$ cat config.mk
export PLATFORM = sky130hd
export DESIGN_NAME = led_effect_state_controller
export DESIGN_NICKNAME = d
export VERILOG_FILES = /design/src/hw/rtl/lesc_pkg.sv /design/src/hw/rtl/led_effect_state_controller.sv
export SDC_FILE = /design/constraint.sdc
export NUM_CORES = 1
export LEC_CHECK = 0
export ABC_CLOCK_PERIOD_IN_PS = 8500
export BUFFER_PORTS_ARGS = -buffer_cell sky130_fd_sc_hd__buf_2
export CAP_MARGIN = 20
export CORE_MARGIN = 4
export CORE_UTILIZATION = 43
export CTS_CLUSTER_DIAMETER = 50
export DETAILED_ROUTE_END_ITERATION = 10
export SYNTH_ARGS = -nofsm -noshare
export SYNTH_HDL_FRONTEND = slang
export SYNTH_SLANG_ARGS = --single-unit
$ cat constraint.sdc
create_clock -name clk -period 8.5 [get_ports clk]
set_input_delay 1.275 -clock clk [delete_from_list [all_inputs] [get_ports clk]]
set_output_delay 1.275 -clock clk [all_outputs]
set_load 0.005 [all_outputs]
$ cat src/hw/rtl/lesc_pkg.sv
package lesc_pkg;

  localparam int unsigned MODE_W  = 3;
  localparam int unsigned COLOR_W = 8;
  localparam int unsigned LEVEL_W = 8;
  localparam int unsigned STEP_W  = 9;
  localparam int unsigned PHASE_W = 8;
  localparam int unsigned HUE_W   = 9;
  localparam int unsigned OHEAD_W = 4;
  localparam int unsigned CFG_IDX_W = 2;

  typedef logic [MODE_W-1:0] mode_t;

  localparam mode_t MODE_OFF       = 3'd0;
  localparam mode_t MODE_SOLID     = 3'd1;
  localparam mode_t MODE_BREATHING = 3'd2;
  localparam mode_t MODE_COMET     = 3'd3;
  localparam mode_t MODE_RAINBOW   = 3'd4;
  localparam mode_t MODE_LAST      = MODE_RAINBOW;

  localparam logic [PHASE_W-1:0] PHASE_LAST = 8'd199;
  localparam logic [HUE_W-1:0]   HUE_WRAP   = 9'd360;
  localparam logic [HUE_W-1:0]   HUE_STEP   = 9'd2;

  localparam logic [COLOR_W-1:0] COLOR_RST  = 8'd255;
  localparam logic [LEVEL_W-1:0] LEVEL_RST  = 8'd96;
  localparam logic [LEVEL_W-1:0] FLOOR_RST  = 8'd16;
  localparam logic [LEVEL_W-1:0] CEIL_RST   = 8'd255;

  typedef enum logic [CFG_IDX_W-1:0] {
    REG_LEVEL_FLOOR   = 2'd0,
    REG_LEVEL_CEILING = 2'd1
  } cfg_reg_t;

  // command payload, first field in the highest bits
  typedef struct packed {
    logic                      pad;
    logic signed [STEP_W-1:0]  level_step;
    logic [LEVEL_W-1:0]        new_level;
    logic                      level_valid;
    logic [COLOR_W-1:0]        new_blue;
    logic [COLOR_W-1:0]        new_green;
    logic [COLOR_W-1:0]        new_red;
    logic                      color_set;
    mode_t                     new_mode;
    logic                      mode_set;
  } cmd_data_t;

  // frame result payload, first field in the highest bits
  typedef struct packed {
    logic [6:0]                pad;
    logic                      out_rising;
    logic [OHEAD_W-1:0]        out_head;
    logic [HUE_W-1:0]          out_hue;
    logic [PHASE_W-1:0]        out_phase;
    logic [LEVEL_W-1:0]        out_level;
    logic [COLOR_W-1:0]        out_blue;
    logic [COLOR_W-1:0]        out_green;
    logic [COLOR_W-1:0]        out_red;
    mode_t                     out_mode;
  } frame_data_t;

endpackage

$ cat src/hw/rtl/led_effect_state_controller.sv
// LED strip effect state controller. Each request on the s_ side is either a
// command (s_tuser low: level step clamped to level_floor/level_ceiling, then
// exact level, color and mode) or a frame tick (s_tuser high: report the
// current frame parameters, then advance breathing phase, rainbow hue or comet
// head). Every request yields exactly one result on the m_ side, in the cycle
// after it is taken. One request is taken per cycle: the effect state is
// updated as the request is taken and the result sits in one output register, so
// s_tready only drops while that register holds a result that m_tready has not
// taken. The head position is clog2(LED_COUNT) bits wide internally; out_head
// carries its low four bits. level_floor and level_ceiling are written through
// the cfg_ port at indexes 0 and 1; other indexes are accepted and dropped.
module led_effect_state_controller #(
  parameter int unsigned LED_COUNT = 16
) (
  input  logic                          clk,
  input  logic                          rst,
  input  logic                          s_tvalid,
  output logic                          s_tready,
  // mode_set, new_mode, color_set, new_red, new_green, new_blue,
  // level_valid, new_level, level_step, zero pad
  input  lesc_pkg::cmd_data_t           s_tdata,
  // cmd: 0 command, 1 frame tick
  input  logic                          s_tuser,
  output logic                          m_tvalid,
  input  logic                          m_tready,
  // out_mode, out_red, out_green, out_blue, out_level, out_phase, out_hue,
  // out_head, out_rising, zero pad
  output lesc_pkg::frame_data_t         m_tdata,
  input  logic                          cfg_valid,
  output logic                          cfg_ready,
  input  logic [lesc_pkg::CFG_IDX_W-1:0] cfg_index,
  input  logic [lesc_pkg::LEVEL_W-1:0]   cfg_data
);
  import lesc_pkg::*;

  localparam int unsigned HEAD_W = (LED_COUNT > 2) ? $clog2(LED_COUNT) : 1;
  localparam logic [HEAD_W-1:0] HEAD_LAST = HEAD_W'(LED_COUNT - 1);

  logic [LEVEL_W-1:0] level_floor;
  logic [LEVEL_W-1:0] level_ceiling;

  mode_t              cur_mode;
  logic [COLOR_W-1:0] cur_red;
  logic [COLOR_W-1:0] cur_green;
  logic [COLOR_W-1:0] cur_blue;
  logic [LEVEL_W-1:0] cur_level;
  logic [PHASE_W-1:0] breath_phase;
  logic [HUE_W-1:0]   hue_angle;
  logic [HEAD_W-1:0]  head_pos;
  logic               head_rising;

  mode_t              cur_mode_next;
  logic [COLOR_W-1:0] cur_red_next;
  logic [COLOR_W-1:0] cur_green_next;
  logic [COLOR_W-1:0] cur_blue_next;
  logic [LEVEL_W-1:0] cur_level_next;
  logic [PHASE_W-1:0] breath_phase_next;
  logic [HUE_W-1:0]   hue_angle_next;
  logic [HEAD_W-1:0]  head_pos_next;
  logic               head_rising_next;

  logic               in_fire;
  logic               out_fire;
  logic               is_tick;
  logic signed [LEVEL_W+2:0] level_sum;
  logic [HUE_W-1:0]   hue_sum;
  logic [HEAD_W:0]    head_inc;
  logic               mode_take;
  frame_data_t        frame;
  logic [HEAD_W+OHEAD_W-1:0] head_ext;

  assign in_fire  = s_tvalid && s_tready;
  assign out_fire = m_tvalid && m_tready;
  assign s_tready = !m_tvalid || m_tready;
  assign cfg_ready = 1'b1;
  assign is_tick  = s_tuser;

  // configuration registers
  always_ff @(posedge clk) begin
    if (rst) begin
      level_floor   <= FLOOR_RST;
      level_ceiling <= CEIL_RST;
    end else if (cfg_valid && cfg_ready) begin
      unique case (cfg_index)
        REG_LEVEL_FLOOR:   level_floor   <= cfg_data;
        REG_LEVEL_CEILING: level_ceiling <= cfg_data;
        default: ;
      endcase
    end
  end

  assign level_sum = $signed({3'b000, cur_level}) +
                     $signed({{2{s_tdata.level_step[STEP_W-1]}}, s_tdata.level_step});
  assign hue_sum   = hue_angle + HUE_STEP;
  assign head_inc  = {1'b0, head_pos} + (HEAD_W+1)'(1);
  assign mode_take = s_tdata.mode_set && (s_tdata.new_mode <= MODE_LAST);

  always_comb begin
    cur_mode_next     = cur_mode;
    cur_red_next      = cur_red;
    cur_green_next    = cur_green;
    cur_blue_next     = cur_blue;
    cur_level_next    = cur_level;
    breath_phase_next = breath_phase;
    hue_angle_next    = hue_angle;
    head_pos_next     = head_pos;
    head_rising_next  = head_rising;

    if (is_tick) begin
      priority if (cur_mode == MODE_BREATHING) begin
        breath_phase_next = (breath_phase == PHASE_LAST) ? '0 : breath_phase + 1'b1;
      end else if (cur_mode == MODE_RAINBOW) begin
        hue_angle_next = (hue_sum >= HUE_WRAP) ? hue_sum - HUE_WRAP : hue_sum;
      end else if (cur_mode == MODE_COMET) begin
        if (head_rising) begin
          if (head_inc >= {1'b0, HEAD_LAST}) begin
            head_pos_next    = HEAD_LAST;
            head_rising_next = 1'b0;
          end else begin
            head_pos_next = head_inc[HEAD_W-1:0];
          end
        end else begin
          if (head_pos <= HEAD_W'(1)) begin
            head_pos_next    = '0;
            head_rising_next = 1'b1;
          end else begin
            head_pos_next = head_pos - 1'b1;
          end
        end
      end else begin
      end
    end else begin
      // floor is tested before ceiling; a zero step leaves the level alone
      if (s_tdata.level_step != '0) begin
        priority if (level_sum < $signed({3'b000, level_floor})) begin
          cur_level_next = level_floor;
        end else if (level_sum > $signed({3'b000, level_ceiling})) begin
          cur_level_next = level_ceiling;
        end else begin
          cur_level_next = level_sum[LEVEL_W-1:0];
        end
      end
      if (s_tdata.level_valid) begin
        cur_level_next = s_tdata.new_level;
      end
      if (s_tdata.color_set) begin
        cur_red_next   = s_tdata.new_red;
        cur_green_next = s_tdata.new_green;
        cur_blue_next  = s_tdata.new_blue;
      end
      if (mode_take) begin
        cur_mode_next = s_tdata.new_mode;
        if (s_tdata.new_mode != cur_mode) begin
          breath_phase_next = '0;
          hue_angle_next    = '0;
          head_pos_next     = '0;
          head_rising_next  = 1'b1;
        end
      end
    end
  end

  always_ff @(posedge clk) begin
    if (rst) begin
      cur_mode     <= MODE_OFF;
      cur_red      <= COLOR_RST;
      cur_green    <= COLOR_RST;
      cur_blue     <= COLOR_RST;
      cur_level    <= LEVEL_RST;
      breath_phase <= '0;
      hue_angle    <= '0;
      head_pos     <= '0;
      head_rising  <= 1'b1;
    end else if (in_fire) begin
      cur_mode     <= cur_mode_next;
      cur_red      <= cur_red_next;
      cur_green    <= cur_green_next;
      cur_blue     <= cur_blue_next;
      cur_level    <= cur_level_next;
      breath_phase <= breath_phase_next;
      hue_angle    <= hue_angle_next;
      head_pos     <= head_pos_next;
      head_rising  <= head_rising_next;
    end
  end

  // a tick reports the counters from before its advance, a command after
  assign head_ext = {{OHEAD_W{1'b0}}, is_tick ? head_pos : head_pos_next};

  always_comb begin
    frame            = '0;
    frame.out_mode   = cur_mode_next;
    frame.out_red    = cur_red_next;
    frame.out_green  = cur_green_next;
    frame.out_blue   = cur_blue_next;
    frame.out_level  = cur_level_next;
    frame.out_phase  = is_tick ? breath_phase : breath_phase_next;
    frame.out_hue    = is_tick ? hue_angle : hue_angle_next;
    frame.out_head   = head_ext[OHEAD_W-1:0];
    frame.out_rising = is_tick ? head_rising : head_rising_next;
  end

  always_ff @(posedge clk) begin
    if (rst) begin
      m_tvalid <= 1'b0;
    end else if (in_fire) begin
      m_tvalid <= 1'b1;
    end else if (out_fire) begin
      m_tvalid <= 1'b0;
    end
  end

  always_ff @(posedge clk) begin
    if (in_fire) begin
      m_tdata <= frame;
    end
  end

  a_phase_range: assert property (@(posedge clk) disable iff (rst)
    breath_phase <= PHASE_LAST) else $error("breathing phase out of range");

  a_hue_range: assert property (@(posedge clk) disable iff (rst)
    (hue_angle < HUE_WRAP) && !hue_angle[0]) else $error("hue out of range or odd");

  a_head_range: assert property (@(posedge clk) disable iff (rst)
    head_pos <= HEAD_LAST) else $error("comet head beyond last LED");

  a_result_held: assert property (@(posedge clk) disable iff (rst)
    m_tvalid && !m_tready |=> m_tvalid && $stable(m_tdata))
    else $error("pending result lost or overwritten");

  a_idle_tick: assert property (@(posedge clk) disable iff (rst)
    in_fire && is_tick && (cur_mode == MODE_OFF || cur_mode == MODE_SOLID)
    |=> $stable(breath_phase) && $stable(hue_angle) && $stable(head_pos))
    else $error("static mode tick moved the animation");

endmodule
# After elaboration in Yosys (flattened, before gate mapping)
# Cells that the tools add are included.
word_totals:
  ff_bits: 131
  input_bits: 64
  output_inout_bits: 67
  wordCells: 97
op_classes:
  add_sub_neg: 6
  magnitude_cmp: 6
  n_eq_ne: 6
  muxes: 48
  reduce_logical: 10
ops:
  columns: ["operator", "n"]
  rows:
  - ["two-way mux 8 bit", 17]
  - ["two-way mux 9 bit", 7]
  - ["two-way mux 4 bit", 10]
  - ["two-way mux 1 bit", 12]
  - ["adder 9 x 9 -> 10 bit", 1]
  - ["> comparator 10 x 9 -> 1 bit", 1]
  - ["< comparator 10 x 9 -> 1 bit", 1]
  - ["adder 9 x 2 -> 9 bit (second input constant)", 1]
  - [">= comparator 9 bit (second input constant)", 1]
  - ["nonzero test 9 bit", 1]
  - ["subtractor 9 bit (second input constant)", 1]
  - ["adder 8 x 1 -> 8 bit (second input constant)", 1]
  - ["== test 8 bit (second input constant)", 1]
  - ["== test 3 x 2 -> 1 bit (second input constant)", 2]
  - ["two-way mux 3 bit", 2]
  - ["adder 4 x 1 -> 5 bit (second input constant)", 1]
  - [">= comparator 5 x 4 -> 1 bit (second input constant)", 1]
  - ["less-or-equal comparator 4 x 1 -> 1 bit (second input constant)", 1]
  - ["AND reduction 2 bit", 2]
  - ["subtractor 4 x 1 -> 4 bit (second input constant)", 1]
  - ["== test 3 bit (second input constant)", 1]
  - ["less-or-equal comparator 3 bit (second input constant)", 1]
  - ["logical AND 1 bit", 3]
  - ["inequality test 3 bit", 1]
  - ["5 further kinds", 5]

# Logic depth before layout (Yosys ltp)
# Gate-level depths: netlist (run 1).
depth:
  word_depth: 9
  ltp_mapped: 13
  depth_no_buf: 13

# Least setup slack after synthesis (run 1)
# OpenSTA, ideal clock, no wires.
synth_path:
  path_kind: "input-to-reg"
  from: "in s_tdata[38] in the netlist's numbering"
  to: "reg m_tdata[34] in the netlist's numbering, data pin"
  t_arrival_ns: 3.994
  t_required_ns: 8.225
  setup_slack_ns: 4.231
  path_stages: 12
  path_cell_list: "ha_1 > fa_1 > a211oi_1 > o21ai_1 > a21oi_1 > xnor2_1 > ha_1 > o21a_1 > o22ai_1 > o22ai_2 > a2111oi_0 > o41ai_1"
synth_via:
  elab_chain_len: 7
synth_lines:
  columns: ["item", "line_no", "source"]
  rows:
  - ["from (decl)", "led_effect_state_controller.sv:21", "input lesc_pkg::cmd_data_t s_tdata,"]
  - ["adder 9 x 9 -> 10 bit", "led_effect_state_controller.sv:92", "assign level_sum = $signed({3'b000, cur_level}) +"]
  - ["> comparator 10 x 9 -> 1 bit", "led_effect_state_controller.sv:137", "end else if (level_sum > $signed({3'b000, level_ceiling})) begin"]
  - ["two-way mux 8 bit", "led_effect_state_controller.sv:137", null]
  - ["two-way mux 8 bit", "led_effect_state_controller.sv:135", "priority if (level_sum < $signed({3'b000, level_floor})) begin"]
  - ["two-way mux 8 bit *", "led_effect_state_controller.sv:134", "if (s_tdata.level_step != '0) begin"]
  - ["two-way mux 8 bit *", "led_effect_state_controller.sv:143", "if (s_tdata.level_valid) begin"]
  - ["two-way mux 8 bit *", "led_effect_state_controller.sv:109", "if (is_tick) begin"]
  - ["via cur_level_next[7]", "led_effect_state_controller.sv:56", "logic [LEVEL_W-1:0] cur_level_next;"]
  - ["to (signal assigned)", "led_effect_state_controller.sv:215", "m_tdata <= frame;"]
  - ["to (decl)", "led_effect_state_controller.sv:28", "output lesc_pkg::frame_data_t m_tdata,"]
# Mark *: on every way through the listed nets, which the timed path passes. The rest lies on a longest branch.
# A chain may end at the register's enable or synchronous reset.

# Worst setup path after layout (run 1)
# Ends and elaborated chain as after synthesis.

==> results.md, run 1 <==
- Die area: 18400 µm²
- Number of gates given a new drive strength after cts: 0
- Unique masters post-synth: 68
- Clock buffer depth: 2
- Mux share of post-synthesis cell area: 0.0573
- Worst-case headroom to the max-slew limit: 0.331
- Gate count of the mapped netlist: 732
- Die outline height: 135 µm
- Met3 layer wire length in the routed design: 1.08 mm
- Weighted congestion reported at the end of routability-driven placement: 0.901
- Peak VDD IR: 139 µV
- Ratio of cells with drive above 1 in the final layout: 0.232
- Simple-gate share of the synthesized area: 0.204
- Hold buffer count at cts: 0
- Compound-Gate Fraction of Synth Area: 0.145
- Total track usage: 0.191
- Starting utilization of the core area: 0.440
- Combinational family with the most area after synthesis: simple AND/OR/NAND/NOR gates
- Global-route wire length before repair: 28.0 mm
- Total CTS buffers: 17
- Area growth syn-to-layout: 18.3%
- Sink of the worst hold path: hue_angle[0]
- Number of maximum-capacitance violations: 0
- Worst-case clock skew: 6.28 ps
- Die span in x: 135 µm
- Number of design-rule violations left by the first detailed-router iteration: 429
- Synthesized area per cell: 9.54 µm²
- Class of the most critical setup path: primary input to register
- Flop2flop setup slack: 4420 ps
- Clock-pin slew reported for the worst setup and hold paths after clock tree synthesis: 60 ps
- Pin count of the biggest net entering global routing: 66
- Element type at the critical path end: register
- Status: completed
- CTS tree: done
- Initial antenna violation count: 0
- Pwr per Cell Area: 200 nW/µm²
- Top-level port count: 131
- Unrepaired setup endpoints after global routing: false
- Number of rows created at floorplan: 46
- Net total in the final layout: 932
- Antenna-violating nets left: 0
- Fmax: 0.212 GHz
- FFs w/ async S/R, synth: 0
- Standard cell core area: 15900 µm²
- Number of remaining DRC errors: 0
- Final worst setup slack: 3780 ps
- Setup bufs post-CTS: 0
- Diodes inserted: 0
- Clock latency of the later-clocked register in the worst-skew pair: 420 ps
- Start point of the worst hold path: hue_angle[0]
- Final setup violation count: 0
- Top FF cell, synth: dfxtp_1
- Cell depth of the worst min-delay path: 2
- End of the worst register-to-register path: m_tdata[34]
- Kind of path behind the tightest hold check: register to register
- Critical path arrival: 4860 ps
- Nature of the critical path startpoint: primary input
- Htree depth: 4
- RR Startpoint: cur_level[0]
- Port-buffer cells: 121
- Overall power consumption: 1.66 mW
- Fin crit period: 4720 ps
- Lkg Pwr: 3.37 nW
- Detailed-route wire length per cell: 16.2 µm
- Via/cell ratio: 5.45
- Reg2Reg Depth: 13
- Initial DRT Pass Iterations: 5
- XOR/XNOR share of the synthesized area: 0.0263
- Place WS: 3420 ps
- Total length of routed met2 wires: 8.36 mm
- Post-detailed-routing wire length: 17.2 mm
- Accumulated negative setup slack: 0 ps
- Final Max Slew Viols: 0
- Number of warnings reported in the yosys synthesis log: 0
- Number of global-route vias before repair: 5701
- Post-synthesis register bit count: 131
- Count of flip-flops with a built-in enable after synthesis: 57
- Highest layer used for signal routing: met4
- Total via count after detailed routing: 5806
- Slew at the pin with the worst max-slew slack: 998 ps
- Total number of clock tree sinks: 131
- DRT met1 WL: 7.51 mm
- Final Hold Viols: 0
- Total standard cell area after synthesis: 6990 µm²
- Leading cell types in the layout, fill and taps excluded: 121 x buf_2, 83 x nand2_1, 74 x dfxtp_1, 57 x edfxtp_1, 55 x nor2_1
- Master cell of the clock root buffer: clkbuf_16
- Share of the yosys chip area belonging to registers: 0.457
- Data required time of the critical path: 8630 ps
- HPWL after detailed placement: 12.3 mm
- Adder and majority cell fraction of the synthesized area: 0.0566
- Critical-path maximum fanout: 10
- GR Overflow Total: 0
- Most common cell after layout, fill and taps aside: buf_2
- Portion of the clock cycle consumed by the worst path in the final layout: 0.555
cell usage after synthesis, types with 4 or more instances:
cell,n,area share
o21ai_0,18,0.013
nand2b_1,9,0.0081
nand4_1,10,0.0090
nor3_1,15,0.011
a211o_1,9,0.011
mux2_2,32,0.052
inv_1,37,0.020
nand3b_1,26,0.028
nand2_1,83,0.045
o211ai_1,5,0.0054
nand3_1,30,0.021
o21a_1,4,0.0043
edfxtp_1,57,0.24
nor2b_1,22,0.020
a211oi_1,5,0.0054
a221oi_1,9,0.011
dfxtp_1,74,0.21
xor2_1,12,0.015
xnor2_1,9,0.011
mux2i_1,4,0.0057
a21o_1,7,0.0075
a41oi_1,4,0.0050
ha_1,30,0.054
a21oi_1,35,0.025
nor4_1,5,0.0045
and2_1,8,0.0072
a32oi_1,5,0.0063
o21bai_1,5,0.0054
clkbuf_1,34,0.018
and3_1,6,0.0054
nor2_1,55,0.030
buf_4,8,0.0086
a31oi_1,10,0.0090
worst max-delay path, cell delays in order:
cell and delay (ps):
buf_2 120, ha_1 220, fa_1 420, a211oi_1 270, o21ai_1 150, a21oi_1 220, xnor2_1 240, ha_1 330
nand4_1 100, o22ai_1 90, o22ai_2 380, nor2b_1 100, a2111oi_0 760, o41ai_1 180
flip-flops by register name (all words and copies together), names as in the netlist, named ones only:
name and count:
breath_phase 7, cur_blue 8, cur_green 8, cur_level 8, cur_mode 3, cur_red 8, head_pos 4, head_rising 1
hue_angle 9, level_ceiling 8, level_floor 8, m_tdata 57, m_tvalid 1
routing by layer:
layer | vias to the layer above | track usage
met5 | - | 0
met4 | 0 | 0.0700
met3 | 22 | 0.0487
met2 | 166 | 0.321
met1 | 2776 | 0.239
li1 | 2842 | -
worst max-delay path by stage:
stage | to | from | cells after the start | slack (ps)
global placement | m_tdata[34] | s_tdata[38] | 14 | 3550
global route | m_tdata[34] | s_tdata[38] | 14 | 3450
detailed placement | m_tdata[34] | s_tdata[38] | 14 | 3420
floorplan | m_tdata[34] | s_tdata[38] | 12 | 4230
finish | m_tdata[34] | s_tdata[38] | 14 | 3780
CTS | m_tdata[34] | s_tdata[38] | 14 | 3830
where the power goes:
part           internal [mW]  total (mW)  switching (mW)  leakage (nW)
clock network          0.417       0.697           0.280         0.269
registers              0.696       0.711          0.0149          1.15
logic                  0.105       0.247           0.143          1.96
total                   1.22        1.66           0.437          3.37
through the flow:
stage                     instance area [µm²]  std cells  utilization  hold slack (ps)
after detailed placement                 7700       1034        0.485              444
final                                    8270       1066        0.520              452
after global routing                     8270       1066        0.520              483
after CTS                                8270       1066        0.520              456
after floorplan                          7010        738            -              426
after global placement                   7700       1034        0.485              442
cell families (layout without fill, tap and decap cells):
family / count (synthesis) / after routing
compound gates: 143 / 143
xor+xnor: 21 / 21
fa+ha+maj: 31 / 31
buf+inv: 85 / 197
flops: 131 / 131
mux: 36 / 36
other cells: 2 / 8
simple gates: 283 / 283
area by class of cell:
| class | instances | area, µm² |
|---|---|---|
| clock inverter | 12 | 106 |
| sequential | 131 | 3190 |
| clock buffer | 20 | 457 |
| tap | 216 | 270 |
| inverter | 38 | 144 |
| timing repair buffer | 127 | 651 |
| multi-input combinational | 522 | 3450 |
| fill | 1516 | 7620 |
(Power assumes the default switching activity.)
==> run 2, diff against run 1 <==
Settings changed: ABC_AREA from default to 1, ABC_CLOCK_PERIOD_IN_PS 8500 to 4820.
Clock period 8.5 ns to 4.82 ns, I/O delays scaled along.
==> results.md, run 2 <==
- Peak VDD IR: 273 µV (+97%)
- Antenna-violating nets left: 0 (unchanged)
- Slew at the pin with the worst max-slew slack: 968 ps (-30.7 ps)
- List of most frequent post-synthesis cells: 222 x nand2_1, 110 x inv_1, 79 x a21oi_1
- Start point of the worst hold path: hue_angle[0]
- Master cell of the clock root buffer: clkbuf_16
- Nature of the critical path startpoint: primary input
- GR Overflow Total: 0 (unchanged)
- Number of global-route vias before repair: 5507 (-3.4%)
- Crit path buf inv count: 2 (+1)
- Total track usage: 0.184 (-0.00711)
- Total CTS buffers: 17 (unchanged)
- Combinational family with the most area after synthesis: simple AND/OR/NAND/NOR gates
- Worst hold slack across all endpoints: 460 ps (+8.29 ps)
- Number of flip-flops in the largest register: 57 (unchanged)
- Dominant cell by count in the synthesized netlist: nand2_1
- Setup bufs post-CTS: 0 (unchanged)
- Delay-heaviest family, CP: simple AND/OR/NAND/NOR gates
- Fin crit period: 3350 ps
- Worst-case headroom to the max-slew limit: 0.353 (+0.0212)
- Port-buffer cells: 121 (unchanged)
- XOR/XNOR share of the synthesized area: 0.0224 (-0.00393)
- Portion of the clock cycle consumed by the worst path in the final layout: 0.696
- Via/cell ratio: 4.87 (-11%)
- Most common cell after layout, fill and taps aside: nand2_1
- Filler cell count: 1561 (+3.0%)
- Htree depth: 4 (unchanged)
- Count of flip-flops with a built-in enable after synthesis: 57 (unchanged)
- Largest regs: m_tdata: 57 flops, hue_angle: 9 flops
- CTS tree: done
- Total standard cell area after synthesis: 7040 µm² (+0.77%)
- Diodes inserted: 0 (unchanged)
- Net total in the final layout: 1081 (+16%)
- Fmax: 0.298 GHz
- Area growth syn-to-layout: 19.8%
- RR Startpoint: cur_level[0]
- Simple-gate share of the synthesized area: 0.228 (+0.0240)
- Adder and majority cell fraction of the synthesized area: 0.0562 (-0.000432)
- Element type at the critical path end: register
- Worst path most repeated cell: nand2_1
- Crit path max-delay cell type: fa_1
- Die outline height: 136 µm (+0.36%)
- Compound-Gate Fraction of Synth Area: 0.116 (-0.0287)
- Flop2flop setup slack: 1570 ps (-2850 ps)
- Number of rows created at floorplan: 46 (unchanged)
- Critical path arrival: 3720 ps (-1140 ps)
- Total via count after detailed routing: 5921 (+2.0%)
- Number of design-rule violations left by the first detailed-router iteration: 353 (-18%)
- Die span in x: 136 µm (+0.36%)
- Synthesized area per cell: 8.08 µm² (-15%)
- Number of gates given a new drive strength after cts: 0 (unchanged)
- Post-detailed-routing wire length: 16.6 mm (-3.8%)
- Class of the most critical setup path: primary input to register
- Register with the most flip-flops: m_tdata
- Clock-pin slew reported for the worst setup and hold paths after clock tree synthesis: 60 ps (about the same)
- Final setup violation count: 0 (unchanged)
- Global-route wire length before repair: 27.3 mm (-2.6%)
- Total number of clock tree sinks: 131 (unchanged)
- Ratio of cells with drive above 1 in the final layout: 0.211 (-0.0206)
- Status: completed
- Worst-case clock skew: 6.02 ps (-0.260 ps)
- Mux share of post-synthesis cell area: 0.0384 (-0.0189)
- Overall power consumption: 3.14 mW (+90%)
- Leading cell types in the layout, fill and taps excluded: 221 x nand2_1, 121 x buf_2, 109 x inv_1, 79 x a21oi_1, 74 x dfxtp_1
- Accumulated negative setup slack: 0 ps (unchanged)
- Final Max Slew Viols: 0 (unchanged)
- Initial antenna violation count: 0 (unchanged)
- Standard cell core area: 15900 µm² (+0.36%)
- Top cells by area in the synthesized netlist: edfxtp_1 24%, dfxtp_1 21%, nand2_1 12%
- HPWL after detailed placement: 11.8 mm (-3.9%)
- Lkg Pwr: 3.86 nW (+14%)
- Pwr per Cell Area: 373 nW/µm² (+86%)
- Clock buffer depth: 2 (unchanged)
- Number of maximum-capacitance violations: 0 (unchanged)
- Critical-path maximum fanout: 8 (-2)
- Final Hold Viols: 0 (unchanged)
- Biggest cell delay along the critical path: 400 ps (-360 ps)
- Hold buffer count at cts: 0 (unchanged)
- Number of remaining DRC errors: 0 (unchanged)
- Top FF cell, synth: dfxtp_1
- Unique masters post-synth: 47 (-31%)
- Post-synthesis register bit count: 131 (unchanged)
- Pin count of the biggest net entering global routing: 54 (-18%)
- Unrepaired setup endpoints after global routing: false
- Fraction of synthesized cell area taken by the top area cell type: 0.243 (-0.00187)
- Starting utilization of the core area: 0.442 (+0.00179)
- Share of the yosys chip area belonging to registers: 0.454 (-0.00349)
- Area leader, netlist: edfxtp_1
- Gate count of the mapped netlist: 871 (+19%)
- Crit path cell chain: buf_2 -> ha_1 -> fa_1 -> nand3_1 -> nand3_1 -> xor2_1 -> ha_1 -> nand2_1 -> inv_1 -> a21oi_1 -> nand2_1 -> nand2_1 -> nand3_1 -> o21ai_2 -> a21oi_1 -> nand2_1 -> nand2_1 -> nand2_1 -> nand2_1 -> nand2_1 -> nand2_1 -> nand2_1
- Kind of path behind the tightest hold check: register to register
- Top-level port count: 131 (unchanged)
- Clock latency of the later-clocked register in the worst-skew pair: 420 ps (about the same)
- Weighted congestion reported at the end of routability-driven placement: 0.893 (-0.89%)
- Worst setup path startpoint: s_tdata[38]
- Die area: 18500 µm² (+0.72%)
- FFs w/ async S/R, synth: 0 (unchanged)
- Data required time of the critical path: 5180 ps (-3450 ps)
- Detailed-route wire length per cell: 13.6 µm (-16%)
- Initial DRT Pass Iterations: 5 (unchanged)
- Number of warnings reported in the yosys synthesis log: 0 (unchanged)
## run 2: stage by stage
step | instance area (µm²) | instances | setup WS [ps] | utilization
after floorplan | 7060 | 877 | 1490 | -
after global placement | 7790 | 1181 | 995 | 0.489
after detailed placement | 7790 | 1181 | 998 | 0.489
after CTS | 8400 | 1213 | 1440 | 0.527
after global routing | 8440 | 1215 | 1210 | 0.529
final | 8440 | 1215 | 1470 | 0.529
## run 2: metal layers
metal  track usage  wire, µm  part of all wire
met2         0.275      7250              0.44
met3        0.0429       838             0.051
met1         0.262      8250              0.50
met5             0         0                 0
met4        0.0666       227             0.014
## run 2: cell type report
| cell class | count | area [µm²] | share of cell area |
|---|---|---|---|
| Timing Repair Buffer | 127 | 674 | 0.0799 |
| Inverter | 111 | 418 | 0.0495 |
| Tap cell | 216 | 270 | 0.0320 |
| Multi-Input combinational cell | 598 | 3280 | 0.388 |
| Sequential cell | 131 | 3190 | 0.379 |
| Clock inverter | 14 | 165 | 0.0196 |
| Clock buffer | 18 | 439 | 0.0521 |
## run 2: worst paths after layout
check,endpoint,cells past startpoint
worst max register to register,cur_level[6],21
worst max-delay path,cur_level[6],22
worst min-delay path,hue_angle[0],2
worst min register to register,hue_angle[0],2
## run 2: worst min-delay path, stage by stage, from the launching register on
cell and delay (ps):
dfxtp_1 310, inv_1 70, nor2_1 40
## run 2: logic make-up (layout without fill, tap and decap cells)
family,Yosys count,after routing
AOI/OAI and AO/OA,144,144
xor gates and xnor gates,15,15
adders and majority gates,31,31
buffers and inverters,148,270
DFF,131,131
muxes,24,24
other,2,8
and+or+nand+nor,376,376
## run 2: power by group
group	internal (mW)	total, mW	switching [mW]
sequential	1.24	1.28	0.0378
combinational	0.203	0.537	0.334
clock	0.792	1.33	0.536
